**src/rtl/core/wscs_pkg.sv**
```systemverilog
// Shared types and codes for the window/screen crop selector.
// Request and result payloads, screen table entry and scan interface structs.
// No dependencies.
package wscs_pkg;

    localparam logic CMD_LOAD  = 1'b0;
    localparam logic CMD_QUERY = 1'b1;

    typedef struct packed {
        logic               cmd;
        logic [2:0]         entry_index;
        logic signed [15:0] screen_left;
        logic signed [15:0] screen_top;
        logic signed [15:0] screen_right;
        logic signed [15:0] screen_bottom;
        logic signed [15:0] win_x;
        logic signed [15:0] win_y;
        logic [14:0]        win_width;
        logic [14:0]        win_height;
    } req_t;

    typedef struct packed {
        logic signed [15:0] crop_left;
        logic signed [15:0] crop_top;
        logic signed [15:0] crop_right;
        logic signed [15:0] crop_bottom;
        logic [2:0]         screen_hit;
        logic               found;
    } res_t;

    typedef struct packed {
        logic signed [15:0] left;
        logic signed [15:0] top;
        logic signed [15:0] right;
        logic signed [15:0] bottom;
    } screen_t;

    localparam int SCREEN_W = $bits(screen_t);

    typedef struct packed {
        logic               start;
        logic signed [15:0] win_x;
        logic signed [15:0] win_y;
        logic [14:0]        win_width;
        logic [14:0]        win_height;
    } scan_cmd_t;

    typedef struct packed {
        logic               done;
        logic               found;
        logic [2:0]         hit;
        logic signed [15:0] crop_left;
        logic signed [15:0] crop_top;
        logic signed [15:0] crop_right;
        logic signed [15:0] crop_bottom;
    } scan_res_t;

endpackage

```
**src/rtl/core/wscs_ram.sv**
```systemverilog
// Generic single-port-write, single-port-read RAM with registered read data.
// Width and depth set by parameters; no dependencies.
module wscs_ram #(
    parameter int WIDTH = 64,
    parameter int DEPTH = 8,
    localparam int AW = (DEPTH > 1) ? $clog2(DEPTH) : 1
) (
    input  logic             clk,
    input  logic             wr_en,
    input  logic [AW-1:0]    wr_addr,
    input  logic [WIDTH-1:0] wr_data,
    input  logic             rd_en,
    input  logic [AW-1:0]    rd_addr,
    output logic [WIDTH-1:0] rd_data
);

    logic [WIDTH-1:0] mem_reg [DEPTH];
    logic [WIDTH-1:0] rd_data_reg;

    always_ff @(posedge clk)
    begin
        if (wr_en)
        begin
            mem_reg[wr_addr] <= wr_data;
        end
        if (rd_en)
        begin
            rd_data_reg <= mem_reg[rd_addr];
        end
    end

    assign rd_data = rd_data_reg;

endmodule

```
**src/rtl/core/wscs_scan.sv**
```systemverilog
// Screen table walker: reads each active entry, intersects it with the window,
// computes the overlap area and keeps the best candidate. Uses wscs_pkg.
module wscs_scan #(
    parameter int MAX_SCREENS = 8,
    localparam int IDX_W = (MAX_SCREENS > 1) ? $clog2(MAX_SCREENS) : 1,
    localparam int CNT_W = ($clog2(MAX_SCREENS + 1) > 4) ? $clog2(MAX_SCREENS + 1) : 4
) (
    input  logic                  clk,
    input  logic                  rst_n,
    input  wscs_pkg::scan_cmd_t   cmd,
    input  logic [CNT_W-1:0]      count,
    output logic                  rd_en,
    output logic [IDX_W-1:0]      rd_addr,
    input  wscs_pkg::screen_t     rd_data,
    output wscs_pkg::scan_res_t   res
);

    import wscs_pkg::*;

    logic               active_reg, active_next;
    logic               issuing_reg, issuing_next;
    logic [CNT_W-1:0]   rd_cnt_reg, rd_cnt_next;
    logic [CNT_W-1:0]   count_reg, count_next;
    logic signed [15:0] wx_reg, wy_reg;
    logic signed [16:0] wx2_reg, wy2_reg;

    logic               v1_reg;
    logic [IDX_W-1:0]   idx1_reg;

    logic               v2_reg, ne2_reg;
    logic [IDX_W-1:0]   idx2_reg;
    logic signed [15:0] l2_reg, t2_reg, r2_reg, b2_reg;
    logic [15:0]        w2_reg, h2_reg;

    logic               v3_reg, ne3_reg;
    logic [IDX_W-1:0]   idx3_reg;
    logic signed [15:0] l3_reg, t3_reg, r3_reg, b3_reg;
    logic [31:0]        area3_reg;

    logic               found_reg;
    logic [31:0]        best_area_reg;
    logic [IDX_W-1:0]   hit_reg;
    logic signed [15:0] bl_reg, bt_reg, br_reg, bb_reg;

    logic signed [15:0] sl, st, cl, ct;
    logic signed [16:0] sr, sb, cr, cb, cl17, ct17, cw, ch;
    logic               ne1, done, take;

    // Control and read issue
    always_comb
    begin
        active_next  = active_reg;
        issuing_next = issuing_reg;
        rd_cnt_next  = rd_cnt_reg;
        count_next   = count_reg;
        if (cmd.start)
        begin
            active_next  = 1'b1;
            issuing_next = (count != '0);
            rd_cnt_next  = '0;
            count_next   = count;
        end
        else
        begin
            if (issuing_reg)
            begin
                rd_cnt_next = rd_cnt_reg + 1'b1;
                if (rd_cnt_next == count_reg)
                begin
                    issuing_next = 1'b0;
                end
            end
            if (done)
            begin
                active_next = 1'b0;
            end
        end
    end

    assign done    = active_reg && !issuing_reg && !v1_reg && !v2_reg && !v3_reg;
    assign rd_en   = issuing_reg;
    assign rd_addr = rd_cnt_reg[IDX_W-1:0];

    always_ff @(posedge clk or negedge rst_n)
    begin
        if (!rst_n)
        begin
            active_reg  <= 1'b0;
            issuing_reg <= 1'b0;
            rd_cnt_reg  <= '0;
            count_reg   <= '0;
            v1_reg      <= 1'b0;
            v2_reg      <= 1'b0;
            v3_reg      <= 1'b0;
            found_reg   <= 1'b0;
        end
        else
        begin
            active_reg  <= active_next;
            issuing_reg <= issuing_next;
            rd_cnt_reg  <= rd_cnt_next;
            count_reg   <= count_next;
            v1_reg      <= issuing_reg && !cmd.start;
            v2_reg      <= v1_reg;
            v3_reg      <= v2_reg;
            if (cmd.start)
            begin
                found_reg <= 1'b0;
            end
            else if (take)
            begin
                found_reg <= 1'b1;
            end
        end
    end

    // Intersection of the read entry with the window
    always_comb
    begin
        sl   = rd_data.left;
        st   = rd_data.top;
        sr   = $signed({rd_data.right[15], rd_data.right});
        sb   = $signed({rd_data.bottom[15], rd_data.bottom});
        cl   = (sl > wx_reg) ? sl : wx_reg;
        ct   = (st > wy_reg) ? st : wy_reg;
        cr   = (sr < wx2_reg) ? sr : wx2_reg;
        cb   = (sb < wy2_reg) ? sb : wy2_reg;
        cl17 = $signed({cl[15], cl});
        ct17 = $signed({ct[15], ct});
        ne1  = (cl17 < cr) && (ct17 < cb);
        cw   = cr - cl17;
        ch   = cb - ct17;
    end

    assign take = v3_reg && ne3_reg && (!found_reg || (area3_reg >= best_area_reg));

    always_ff @(posedge clk)
    begin
        if (cmd.start)
        begin
            wx_reg  <= cmd.win_x;
            wy_reg  <= cmd.win_y;
            wx2_reg <= $signed({cmd.win_x[15], cmd.win_x}) + $signed({2'b00, cmd.win_width});
            wy2_reg <= $signed({cmd.win_y[15], cmd.win_y}) + $signed({2'b00, cmd.win_height});
            bl_reg  <= '0;
            bt_reg  <= '0;
            br_reg  <= $signed({1'b0, cmd.win_width});
            bb_reg  <= $signed({1'b0, cmd.win_height});
            hit_reg <= '0;
            best_area_reg <= '0;
        end
        else if (take)
        begin
            bl_reg        <= l3_reg;
            bt_reg        <= t3_reg;
            br_reg        <= r3_reg;
            bb_reg        <= b3_reg;
            hit_reg       <= idx3_reg;
            best_area_reg <= area3_reg;
        end

        idx1_reg <= rd_cnt_reg[IDX_W-1:0];

        idx2_reg <= idx1_reg;
        ne2_reg  <= ne1;
        l2_reg   <= cl;
        t2_reg   <= ct;
        r2_reg   <= cr[15:0];
        b2_reg   <= cb[15:0];
        w2_reg   <= cw[15:0];
        h2_reg   <= ch[15:0];

        idx3_reg  <= idx2_reg;
        ne3_reg   <= ne2_reg;
        l3_reg    <= l2_reg;
        t3_reg    <= t2_reg;
        r3_reg    <= r2_reg;
        b3_reg    <= b2_reg;
        area3_reg <= w2_reg * h2_reg;
    end

    always_comb
    begin
        res.done        = done;
        res.found       = found_reg;
        res.hit         = 3'(hit_reg);
        res.crop_left   = bl_reg;
        res.crop_top    = bt_reg;
        res.crop_right  = br_reg;
        res.crop_bottom = bb_reg;
    end

endmodule

```
**src/rtl/core/window_screen_crop_select.sv**
```systemverilog
// Window/screen crop selector top level: request decode, screen table RAM,
// table walker, trim to multiples of 8 and result register. Uses wscs_pkg.
// Load request: written to the table RAM at acceptance, no result.
// Query request: the walker issues one table read per cycle for count entries, where count is
// the clamped screen count, then drains the walk tail; the trimmed result is then registered.
// Next request accepted the cycle after the result is registered and the output is free.
// Reset clears control state and screen_count; table entries undefined until loaded.
module window_screen_crop_select #(
    parameter int MAX_SCREENS = 8,
    localparam int IDX_W = (MAX_SCREENS > 1) ? $clog2(MAX_SCREENS) : 1,
    localparam int CNT_W = ($clog2(MAX_SCREENS + 1) > 4) ? $clog2(MAX_SCREENS + 1) : 4
) (
    input  logic           clk,
    input  logic           rst_n,
    input  logic           req_valid,
    output logic           req_stall,
    input  wscs_pkg::req_t req_data,
    output logic           res_valid,
    input  logic           res_stall,
    output wscs_pkg::res_t res_data,
    input  logic           cfg_valid,
    output logic           cfg_ready,
    input  logic [3:0]     cfg_data
);

    import wscs_pkg::*;

    typedef enum logic [2:0] {
        ST_IDLE = 3'b001,
        ST_SCAN = 3'b010,
        ST_DONE = 3'b100
    } state_t;

    typedef struct packed {
        logic signed [15:0] lo;
        logic signed [15:0] hi;
    } edge_pair_t;

    state_t           state_reg, state_next;
    logic [3:0]       screen_count_reg;
    logic             res_valid_reg, res_valid_next;
    res_t             res_data_reg, res_data_next;

    logic             accept, load_wr;
    logic [CNT_W-1:0] cnt_ext, cnt_eff;
    scan_cmd_t        scan_cmd;
    scan_res_t        scan_res;
    logic             rd_en;
    logic [IDX_W-1:0] rd_addr;
    screen_t          wr_entry;
    logic [SCREEN_W-1:0] rd_word;
    edge_pair_t       trim_x, trim_y;

    function automatic edge_pair_t trim8(input logic signed [15:0] lo,
                                         input logic signed [15:0] hi);
        logic signed [16:0] span;
        logic [2:0]         r;
        edge_pair_t         p;
        span = $signed({hi[15], hi}) - $signed({lo[15], lo});
        r    = span[2:0];
        p.lo = lo;
        p.hi = hi;
        if (!span[16] && (r != 3'd0) && (hi > 16'sd0))
        begin
            p.hi = hi - {14'd0, r[2:1]};
            p.lo = lo + {14'd0, r[2:1]} + {15'd0, r[0]};
        end
        return p;
    endfunction

    assign req_stall = (state_reg != ST_IDLE);
    assign accept    = req_valid && !req_stall;
    assign load_wr   = accept && (req_data.cmd == CMD_LOAD)
                       && (32'(req_data.entry_index) < MAX_SCREENS);
    assign cfg_ready = 1'b1;

    // Clamp the active count to the table depth
    assign cnt_ext = CNT_W'(screen_count_reg);
    assign cnt_eff = (cnt_ext > CNT_W'(MAX_SCREENS)) ? CNT_W'(MAX_SCREENS) : cnt_ext;

    always_comb
    begin
        scan_cmd.start      = accept && (req_data.cmd == CMD_QUERY);
        scan_cmd.win_x      = req_data.win_x;
        scan_cmd.win_y      = req_data.win_y;
        scan_cmd.win_width  = req_data.win_width;
        scan_cmd.win_height = req_data.win_height;
        wr_entry.left       = req_data.screen_left;
        wr_entry.top        = req_data.screen_top;
        wr_entry.right      = req_data.screen_right;
        wr_entry.bottom     = req_data.screen_bottom;
    end

    wscs_ram #(
        .WIDTH (SCREEN_W),
        .DEPTH (MAX_SCREENS)
    ) u_table (
        .clk     (clk),
        .wr_en   (load_wr),
        .wr_addr (IDX_W'(req_data.entry_index)),
        .wr_data (wr_entry),
        .rd_en   (rd_en),
        .rd_addr (rd_addr),
        .rd_data (rd_word)
    );

    wscs_scan #(
        .MAX_SCREENS (MAX_SCREENS)
    ) u_scan (
        .clk     (clk),
        .rst_n   (rst_n),
        .cmd     (scan_cmd),
        .count   (cnt_eff),
        .rd_en   (rd_en),
        .rd_addr (rd_addr),
        .rd_data (screen_t'(rd_word)),
        .res     (scan_res)
    );

    assign trim_x = trim8(scan_res.crop_left, scan_res.crop_right);
    assign trim_y = trim8(scan_res.crop_top, scan_res.crop_bottom);

    always_comb
    begin
        state_next     = state_reg;
        res_valid_next = res_valid_reg;
        res_data_next  = res_data_reg;
        if (res_valid_reg && !res_stall)
        begin
            res_valid_next = 1'b0;
        end
        case (state_reg)
            ST_IDLE:
            begin
                if (scan_cmd.start)
                begin
                    state_next = ST_SCAN;
                end
            end
            ST_SCAN:
            begin
                if (scan_res.done)
                begin
                    state_next = ST_DONE;
                end
            end
            ST_DONE:
            begin
                // hold until the result register is free
                if (!res_valid_reg || !res_stall)
                begin
                    res_valid_next            = 1'b1;
                    res_data_next.crop_left   = trim_x.lo;
                    res_data_next.crop_right  = trim_x.hi;
                    res_data_next.crop_top    = trim_y.lo;
                    res_data_next.crop_bottom = trim_y.hi;
                    res_data_next.screen_hit  = scan_res.hit;
                    res_data_next.found       = scan_res.found;
                    state_next                = ST_IDLE;
                end
            end
            default:
            begin
                state_next = ST_IDLE;
            end
        endcase
    end

    always_ff @(posedge clk or negedge rst_n)
    begin
        if (!rst_n)
        begin
            state_reg        <= ST_IDLE;
            screen_count_reg <= '0;
            res_valid_reg    <= 1'b0;
        end
        else
        begin
            state_reg     <= state_next;
            res_valid_reg <= res_valid_next;
            if (cfg_valid && cfg_ready)
            begin
                screen_count_reg <= cfg_data;
            end
        end
    end

    always_ff @(posedge clk)
    begin
        res_data_reg <= res_data_next;
    end

    assign res_valid = res_valid_reg;
    assign res_data  = res_data_reg;

endmodule
```
**config.mk**
```make
export PLATFORM = sky130hd
export DESIGN_NAME = window_screen_crop_select
export DESIGN_NICKNAME = d
export VERILOG_FILES = /design/src/rtl/core/wscs_pkg.sv /design/src/rtl/core/wscs_ram.sv /design/src/rtl/core/wscs_scan.sv /design/src/rtl/core/window_screen_crop_select.sv
export SDC_FILE = /design/constraint.sdc
export NUM_CORES = 2
export LEC_CHECK = 0
export BUFFER_PORTS_ARGS = -buffer_cell sky130_fd_sc_hd__buf_2
export CORE_ASPECT_RATIO = 0.7
export CORE_MARGIN = 2
export CORE_UTILIZATION = 60
export DETAILED_ROUTE_END_ITERATION = 10
export GPL_ROUTABILITY_DRIVEN = 0
export PLACE_DENSITY = 0.77
export SLEW_MARGIN = 20
export SYNTH_ARGS = -nofsm -noshare
export SYNTH_HDL_FRONTEND = slang
export SYNTH_SLANG_ARGS = --single-unit
```
**constraint.sdc**
```tcl
create_clock -name clk -period 7.7 [get_ports clk]
set_clock_uncertainty 0.1 [all_clocks]
set_input_delay 0.77 -clock clk [delete_from_list [all_inputs] [get_ports clk]]
set_output_delay 0.77 -clock clk [all_outputs]
set_load 0.05 [all_outputs]
```
# Yosys cells after proc, flatten, opt, wreduce, memory -nomap -nowiden
# Memory sizes are Yosys's and may differ from the RTL's. A register that Yosys moved wholly into a read port is not among the register bits.
# Index checks and enable logic that the tools add are counted.
[word_totals]
output_inout_bits = 71
memories = 1
register_bits = 458
mem_bits_rw = 512
elab_cells = 145
in_bits = 139
[mem_list]
columns = ["name", "words", "width", "rd", "rd_ports_with_merged_regs", "write_ports", "line_no", "rtl"]
rows = [
  ["u_table.mem_reg", 8, 64, 1, 1, 1, "wscs_ram.sv:17", "logic [WIDTH-1:0] mem_reg [DEPTH];"],
]
[classes]
n_mux = 29
n_reduce_logical = 37
n_addsub = 13
n_mul = 1
n_eq_ne = 8
magnitude_cmp = 10
bitwise = 1
[op_table]
columns = ["cell", "count"]
rows = [
  ["16-bit by 17-bit < comparator with 1-bit output", 4],
  ["32-bit two-way mux", 2],
  ["15-bit two-way mux", 4],
  ["16-bit by 16-bit adder with 17-bit output", 2],
  ["17-bit two-way mux", 2],
  ["16-bit by 16-bit subtractor with 17-bit output", 2],
  ["16-bit by 1-bit adder with 16-bit output", 2],
  ["16-bit by 2-bit adder with 16-bit output", 2],
  ["32-bit >= comparator", 1],
  ["16-bit by 1-bit > comparator with 1-bit output, second input constant", 2],
  ["16-bit > comparator", 2],
  ["16-bit by 16-bit multiplier with 32-bit output", 1],
  ["16-bit two-way mux", 2],
  ["16-bit subtractor", 2],
  ["16-bit by 2-bit subtractor with 16-bit output", 2],
  ["1-bit logical AND", 16],
  ["1-bit two-way mux", 12],
  ["4-bit two-way mux", 3],
  ["1-bit logical NOT", 11],
  ["3-bit two-way mux", 3],
  ["3-bit one-hot mux with 3 select lines", 1],
  ["2-bit nonzero test", 3],
  ["3-bit nonzero test", 2],
  ["4-bit by 1-bit adder with 4-bit output, second input constant", 1],
  ["13 further kinds", 15],
]

# Longest topological paths before layout
[depth]
word_depth = 7
ltp_mapped = 22

# Modules after synthesis
# A second synthesis with hierarchy kept.
[hier_totals]
hier_cells = 3733
hier_area_um2 = 51689.6
[by_module_without_submodules]
columns = ["module", "seq_area_each_um2", "cells_per_inst", "area_per_inst_um2", "instances"]
rows = [
  ["wscs_scan", 8678.3, 2469, 25707.2, 1],
  ["wscs_ram", 17296.6, 816, 21187.8, 1],
  ["window_screen_crop_select", 2243.4, 448, 4794.6, 1],
]

# Least setup slack after synthesis
# No wires, ideal clock.
[synth_path]
path_kind = "register to register"
from = "reg state_reg[0]"
to = "mem u_table.mem_reg[0][0] (enable)"
slack_ns = 1.404
arrival_ns = 5.631
stages_incl_launch_ff = 5
cell_sequence = "dfstp_2 -> nor3b_1 -> nand2_1 -> or3_1 -> nor3_1"
[synth_via]
elab_chain_len = 6
[synth_rtl]
columns = ["item", "line_no", "rtl"]
rows = [
  ["start, declared", "window_screen_crop_select.sv:39", "state_t state_reg, state_next;"],
  ["start signal, assigned", "window_screen_crop_select.sv:179", "state_reg <= state_next;"],
  ["3-bit by 1-bit != test with 1-bit output", "window_screen_crop_select.sv:71", "assign req_stall = (state_reg != ST_IDLE);"],
  ["1-bit logical NOT", "window_screen_crop_select.sv:72", "assign accept = req_valid && !req_stall;"],
  ["1-bit logical AND", "window_screen_crop_select.sv:72", ""],
  ["1-bit logical AND", "window_screen_crop_select.sv:73", "assign load_wr = accept && (req_data.cmd == CMD_LOAD)"],
  ["1-bit two-way mux", "wscs_ram.sv:22", "if (wr_en)"],
  ["1-bit two-way mux (not written as such)", "wscs_ram.sv:24", "mem_reg[wr_addr] <= wr_data;"],
  ["end, declared", "wscs_ram.sv:17", ""],
]
# Every way passes these cells.

# Worst setup path after layout
[layout_path]
from = "reg u_scan.w2_reg[10]"
to = "reg u_scan.area3_reg[31]"
[layout_via]
elab_chain_len = 1
[layout_rtl]
columns = ["item", "line_no", "rtl"]
rows = [
  ["start, declared", "wscs_scan.sv:33", "logic [15:0] w2_reg, h2_reg;"],
  ["start signal, assigned", "wscs_scan.sv:170", "w2_reg <= cw[15:0];"],
  ["16-bit by 16-bit multiplier with 32-bit output", "wscs_scan.sv:179", "area3_reg <= w2_reg * h2_reg;"],
  ["end signal, assigned", "wscs_scan.sv:179", ""],
  ["end, declared", "wscs_scan.sv:38", "logic [31:0] area3_reg;"],
]
# Every way passes these cells.
# A chain may end at the register's enable or synchronous reset.

==> run summary <==
CTS Sinks: 1034
CTS max path bufs: 3
Biggest cell delay along the critical path: 0.73 ns
Ratio of cells with drive above 1 in the final layout: 15.5%
Ys Warns: 0
Avg WL per Cell: 23.4 µm
Routing usage on met1: 43.8%
Post-CTS setup buffer count: 0
CP cell instances: nand2_1 > fa_1 > fa_1 > fa_1 > fa_1 > inv_1 > fa_1 > inv_1 > fa_1 > inv_1 > ha_1 > and3_1 > and3_1 > a311oi_1 > o41a_1 > o21a_1 > a21oi_1 > a221oi_1 > xnor2_1
Post-Synthesis Cells: 4029
WS Path Type: flop to flop
CP dominant cell by count: fa_1
CTS tree: done
CP Data Arrival Time: 7.17 ns
GR Util met2: 39.9%
Total of max-cap violations: 0
Initial DRC Count: 3491
CTS Buf Count: 95
First-pass iteration count of the detailed router: 5
Max_slew headroom: 23.4%
Cell at the slowest stage of the critical path: dfxtp_1
Vias in the first global route: 31600
Insertion delay to the later sink of the worst-skew pair: 0.71 ns
Yosys cell types: 76
Fin nets: 4901
Row count: 91
ANT nets after route: 0
Core Box Area: 0.0877 mm²
Vias per cell: 5.99
Layout area overhead: 10.5%
Top-level I/O count: 210
Commonest register cell after synthesis: edfxtp_1
Hold Path Class: input pin to flop
Largest net degree at the start of global routing: 108
Simple logic cell fraction of the synthesized area: 8.39%
Root Buffer Master: clkbuf_16
Vias: 32800
Worst-path fanout max: 16
Die area: 0.0905 mm²
Part of the Yosys area used for sequential elements: 53.4%
Drc violations: 0
Tightest Pin Transition: 1.15 ns
Port bufs: 208
Chip height: 252 µm
Gr usage total: 28.6%
Largest family of logic cells by synthesized area: adder cells
Max-slew violations: 0
Critical Path Source Type: flop
DP Wirelength: 89100 µm
Clk slew on worst S/H paths: 0.07 ns
Placed cells: 5289
GR met3 Demand/Resource: 8.28%
Crit share post-route: 87.0%
Post-synthesis mux area share: 9.61%
Post-route non-filler standard cell count: 5474
Outcome: finished, final reports clean
Die width: 359 µm
Yosys reg bits: 1034
Min Clock Period, post-route: 6.70 ns
Compound-Gate Fraction of Synth Area: 6.50%
H-tree lvl count: 3
Synth async-reset ratio: 2.13%
Average cell area after synthesis: 13.1 µm²
Number of flip-flops in the largest register: 512
Final Hold Fails: 0
Mapped Area: 0.0528 mm²
Filler cells: 6118
Overflow after GRT: 0
Max Freq: 0.149 GHz
Post-synthesis adder-cell area fraction: 15.6%
First-pass GRT wire length: 193000 µm
Most used routing layer in global routing: met1
CP bufs+invs: 3
Setup crit end kind: flop
Starting density of the core: 60.3%
Initial antenna violation count: 23
CP top delay family: adder cells
Mapped Nets: 4705
Final setup fails: 0
Total wire length: 128000 µm
Setup TNS: 0 ns
Xor and xnor area share after synthesis: 2.44%
Post-synth EDFFs: 740
WP data required: 8.16 ns
RSZ-0062 raised after global routing: false
==> Yosys cell counts, drive strengths merged, types with 28 or more instances <==
cell | n | area, µm²
fa | 204 | 4080
a221oi | 35 | 307
a21o | 60 | 450
mux2 | 97 | 1090
edfxtp | 740 | 22200
a21oi | 124 | 621
buf | 28 | 125
mux4 | 128 | 2880
inv | 411 | 1540
and2 | 124 | 776
dfxtp | 272 | 5450
clkbuf | 125 | 469
nor3 | 37 | 185
nor2 | 120 | 450
ha | 333 | 4170
o21ai | 65 | 340
xnor2 | 88 | 771
mux2i | 110 | 1100
xor2 | 59 | 517
nor4 | 28 | 181
nand2 | 440 | 1650
==> what timing repair did <==
item / CTS / global route
hold buffers: 1 / 0
endpoints found under the hold margin: 21 / 0
gates resized for setup: 0 / 0
==> logic make-up after synthesis <==
kind of cell	Yosys count
AO/OA/AOI/OAI	484
multiplexers	335
AND/OR/NAND/NOR	927
flip-flops	1034
buffers and inverters	564
other	1
adder cells (fa/ha/maj)	537
XOR/XNOR	147
==> worst paths after layout <==
| check | from | end | slack (ns) | depth (start not counted) |
|---|---|---|---|---|
| setup / recovery | u_scan.w2_reg[10] | u_scan.area3_reg[31] | 1.0 | 19 |
| hold / removal | req_data[53] | u_scan.wx_reg[7] | 0.15 | 1 |
| setup reg to reg | u_scan.w2_reg[10] | u_scan.area3_reg[31] | 1.0 | 19 |
| hold reg to reg | u_scan.t2_reg[13] | u_scan.t3_reg[13] | 0.22 | 0 |
| max in group asynchronous | rst_n | u_scan.rd_en | 6.56 | 2 |
| min in group asynchronous | rst_n | u_scan.count_reg[0] | 0.52 | 2 |
==> placed cells by master (no fill, tap or decap), types with 61 or more instances in the layout <==
| cell type | instances |
|---|---|
| edfxtp_1 | 740 |
| clkbuf_16 | 96 |
| dfxtp_1 | 272 |
| and2_1 | 124 |
| mux2i_1 | 110 |
| a21oi_1 | 123 |
| xnor2_1 | 88 |
| o21ai_0 | 61 |
| buf_2 | 208 |
| ha_1 | 333 |
| nand2_1 | 440 |
| mux4_2 | 128 |
| mux2_2 | 97 |
| nor2_1 | 114 |
| fa_1 | 204 |
| inv_1 | 410 |
==> routing by layer <==
layer	vias to the layer above	routed length, µm
met4	20	2950
li1	14800	-
met1	16200	57800
met2	1587	53100
met5	-	135
met3	200	14100
==> worst reg2reg max path: stages, from the launching register on <==
cell,delay (ns)
dfxtp_1,0.73
nand2_1,0.17
fa_1,0.55
fa_1,0.58
fa_1,0.46
fa_1,0.54
inv_1,0.05
fa_1,0.47
inv_1,0.05
fa_1,0.47
inv_1,0.04
ha_1,0.33
and3_1,0.22
and3_1,0.20
a311oi_1,0.53
o41a_1,0.30
o21a_1,0.17
a21oi_1,0.15
a221oi_1,0.34
xnor2_1,0.12
==> per-stage QoR <==
stage / worst slack [ns] / hold slack [ns] / cell area [µm²] / util [%]
final: 0.998 / 0.154 / 58400 / 66.6
after global routing: 0.671 / 0.128 / 58400 / 66.6
after CTS: 1.05 / 0.104 / 58400 / 66.6
after detailed placement: 1.05 / 0.212 / 55200 / 63.0
after global placement: 1.19 / 0.210 / 55200 / 63.0
after floorplan: 1.40 / 0.210 / 52800 / -
==> cell type report <==
| class | instances | area, µm² | area share [%] |
|---|---|---|---|
| Tap cell | 1162 | 1450 | 2.49 |
| Inverter | 411 | 1550 | 2.65 |
| Antenna cell | 7 | 17.5 | 0.0300 |
| Sequential cell | 1034 | 28200 | 48.3 |
| Clock buffer | 118 | 2550 | 4.37 |
| Multi-Input combinational cell | 2431 | 22600 | 38.7 |
| Timing Repair Buffer | 252 | 1390 | 2.37 |
| Clock inverter | 59 | 624 | 1.07 |
Power is left out: the tool's default activity adds up to more than one toggle a clock period on the data nets, which glitch-free logic cannot reach.
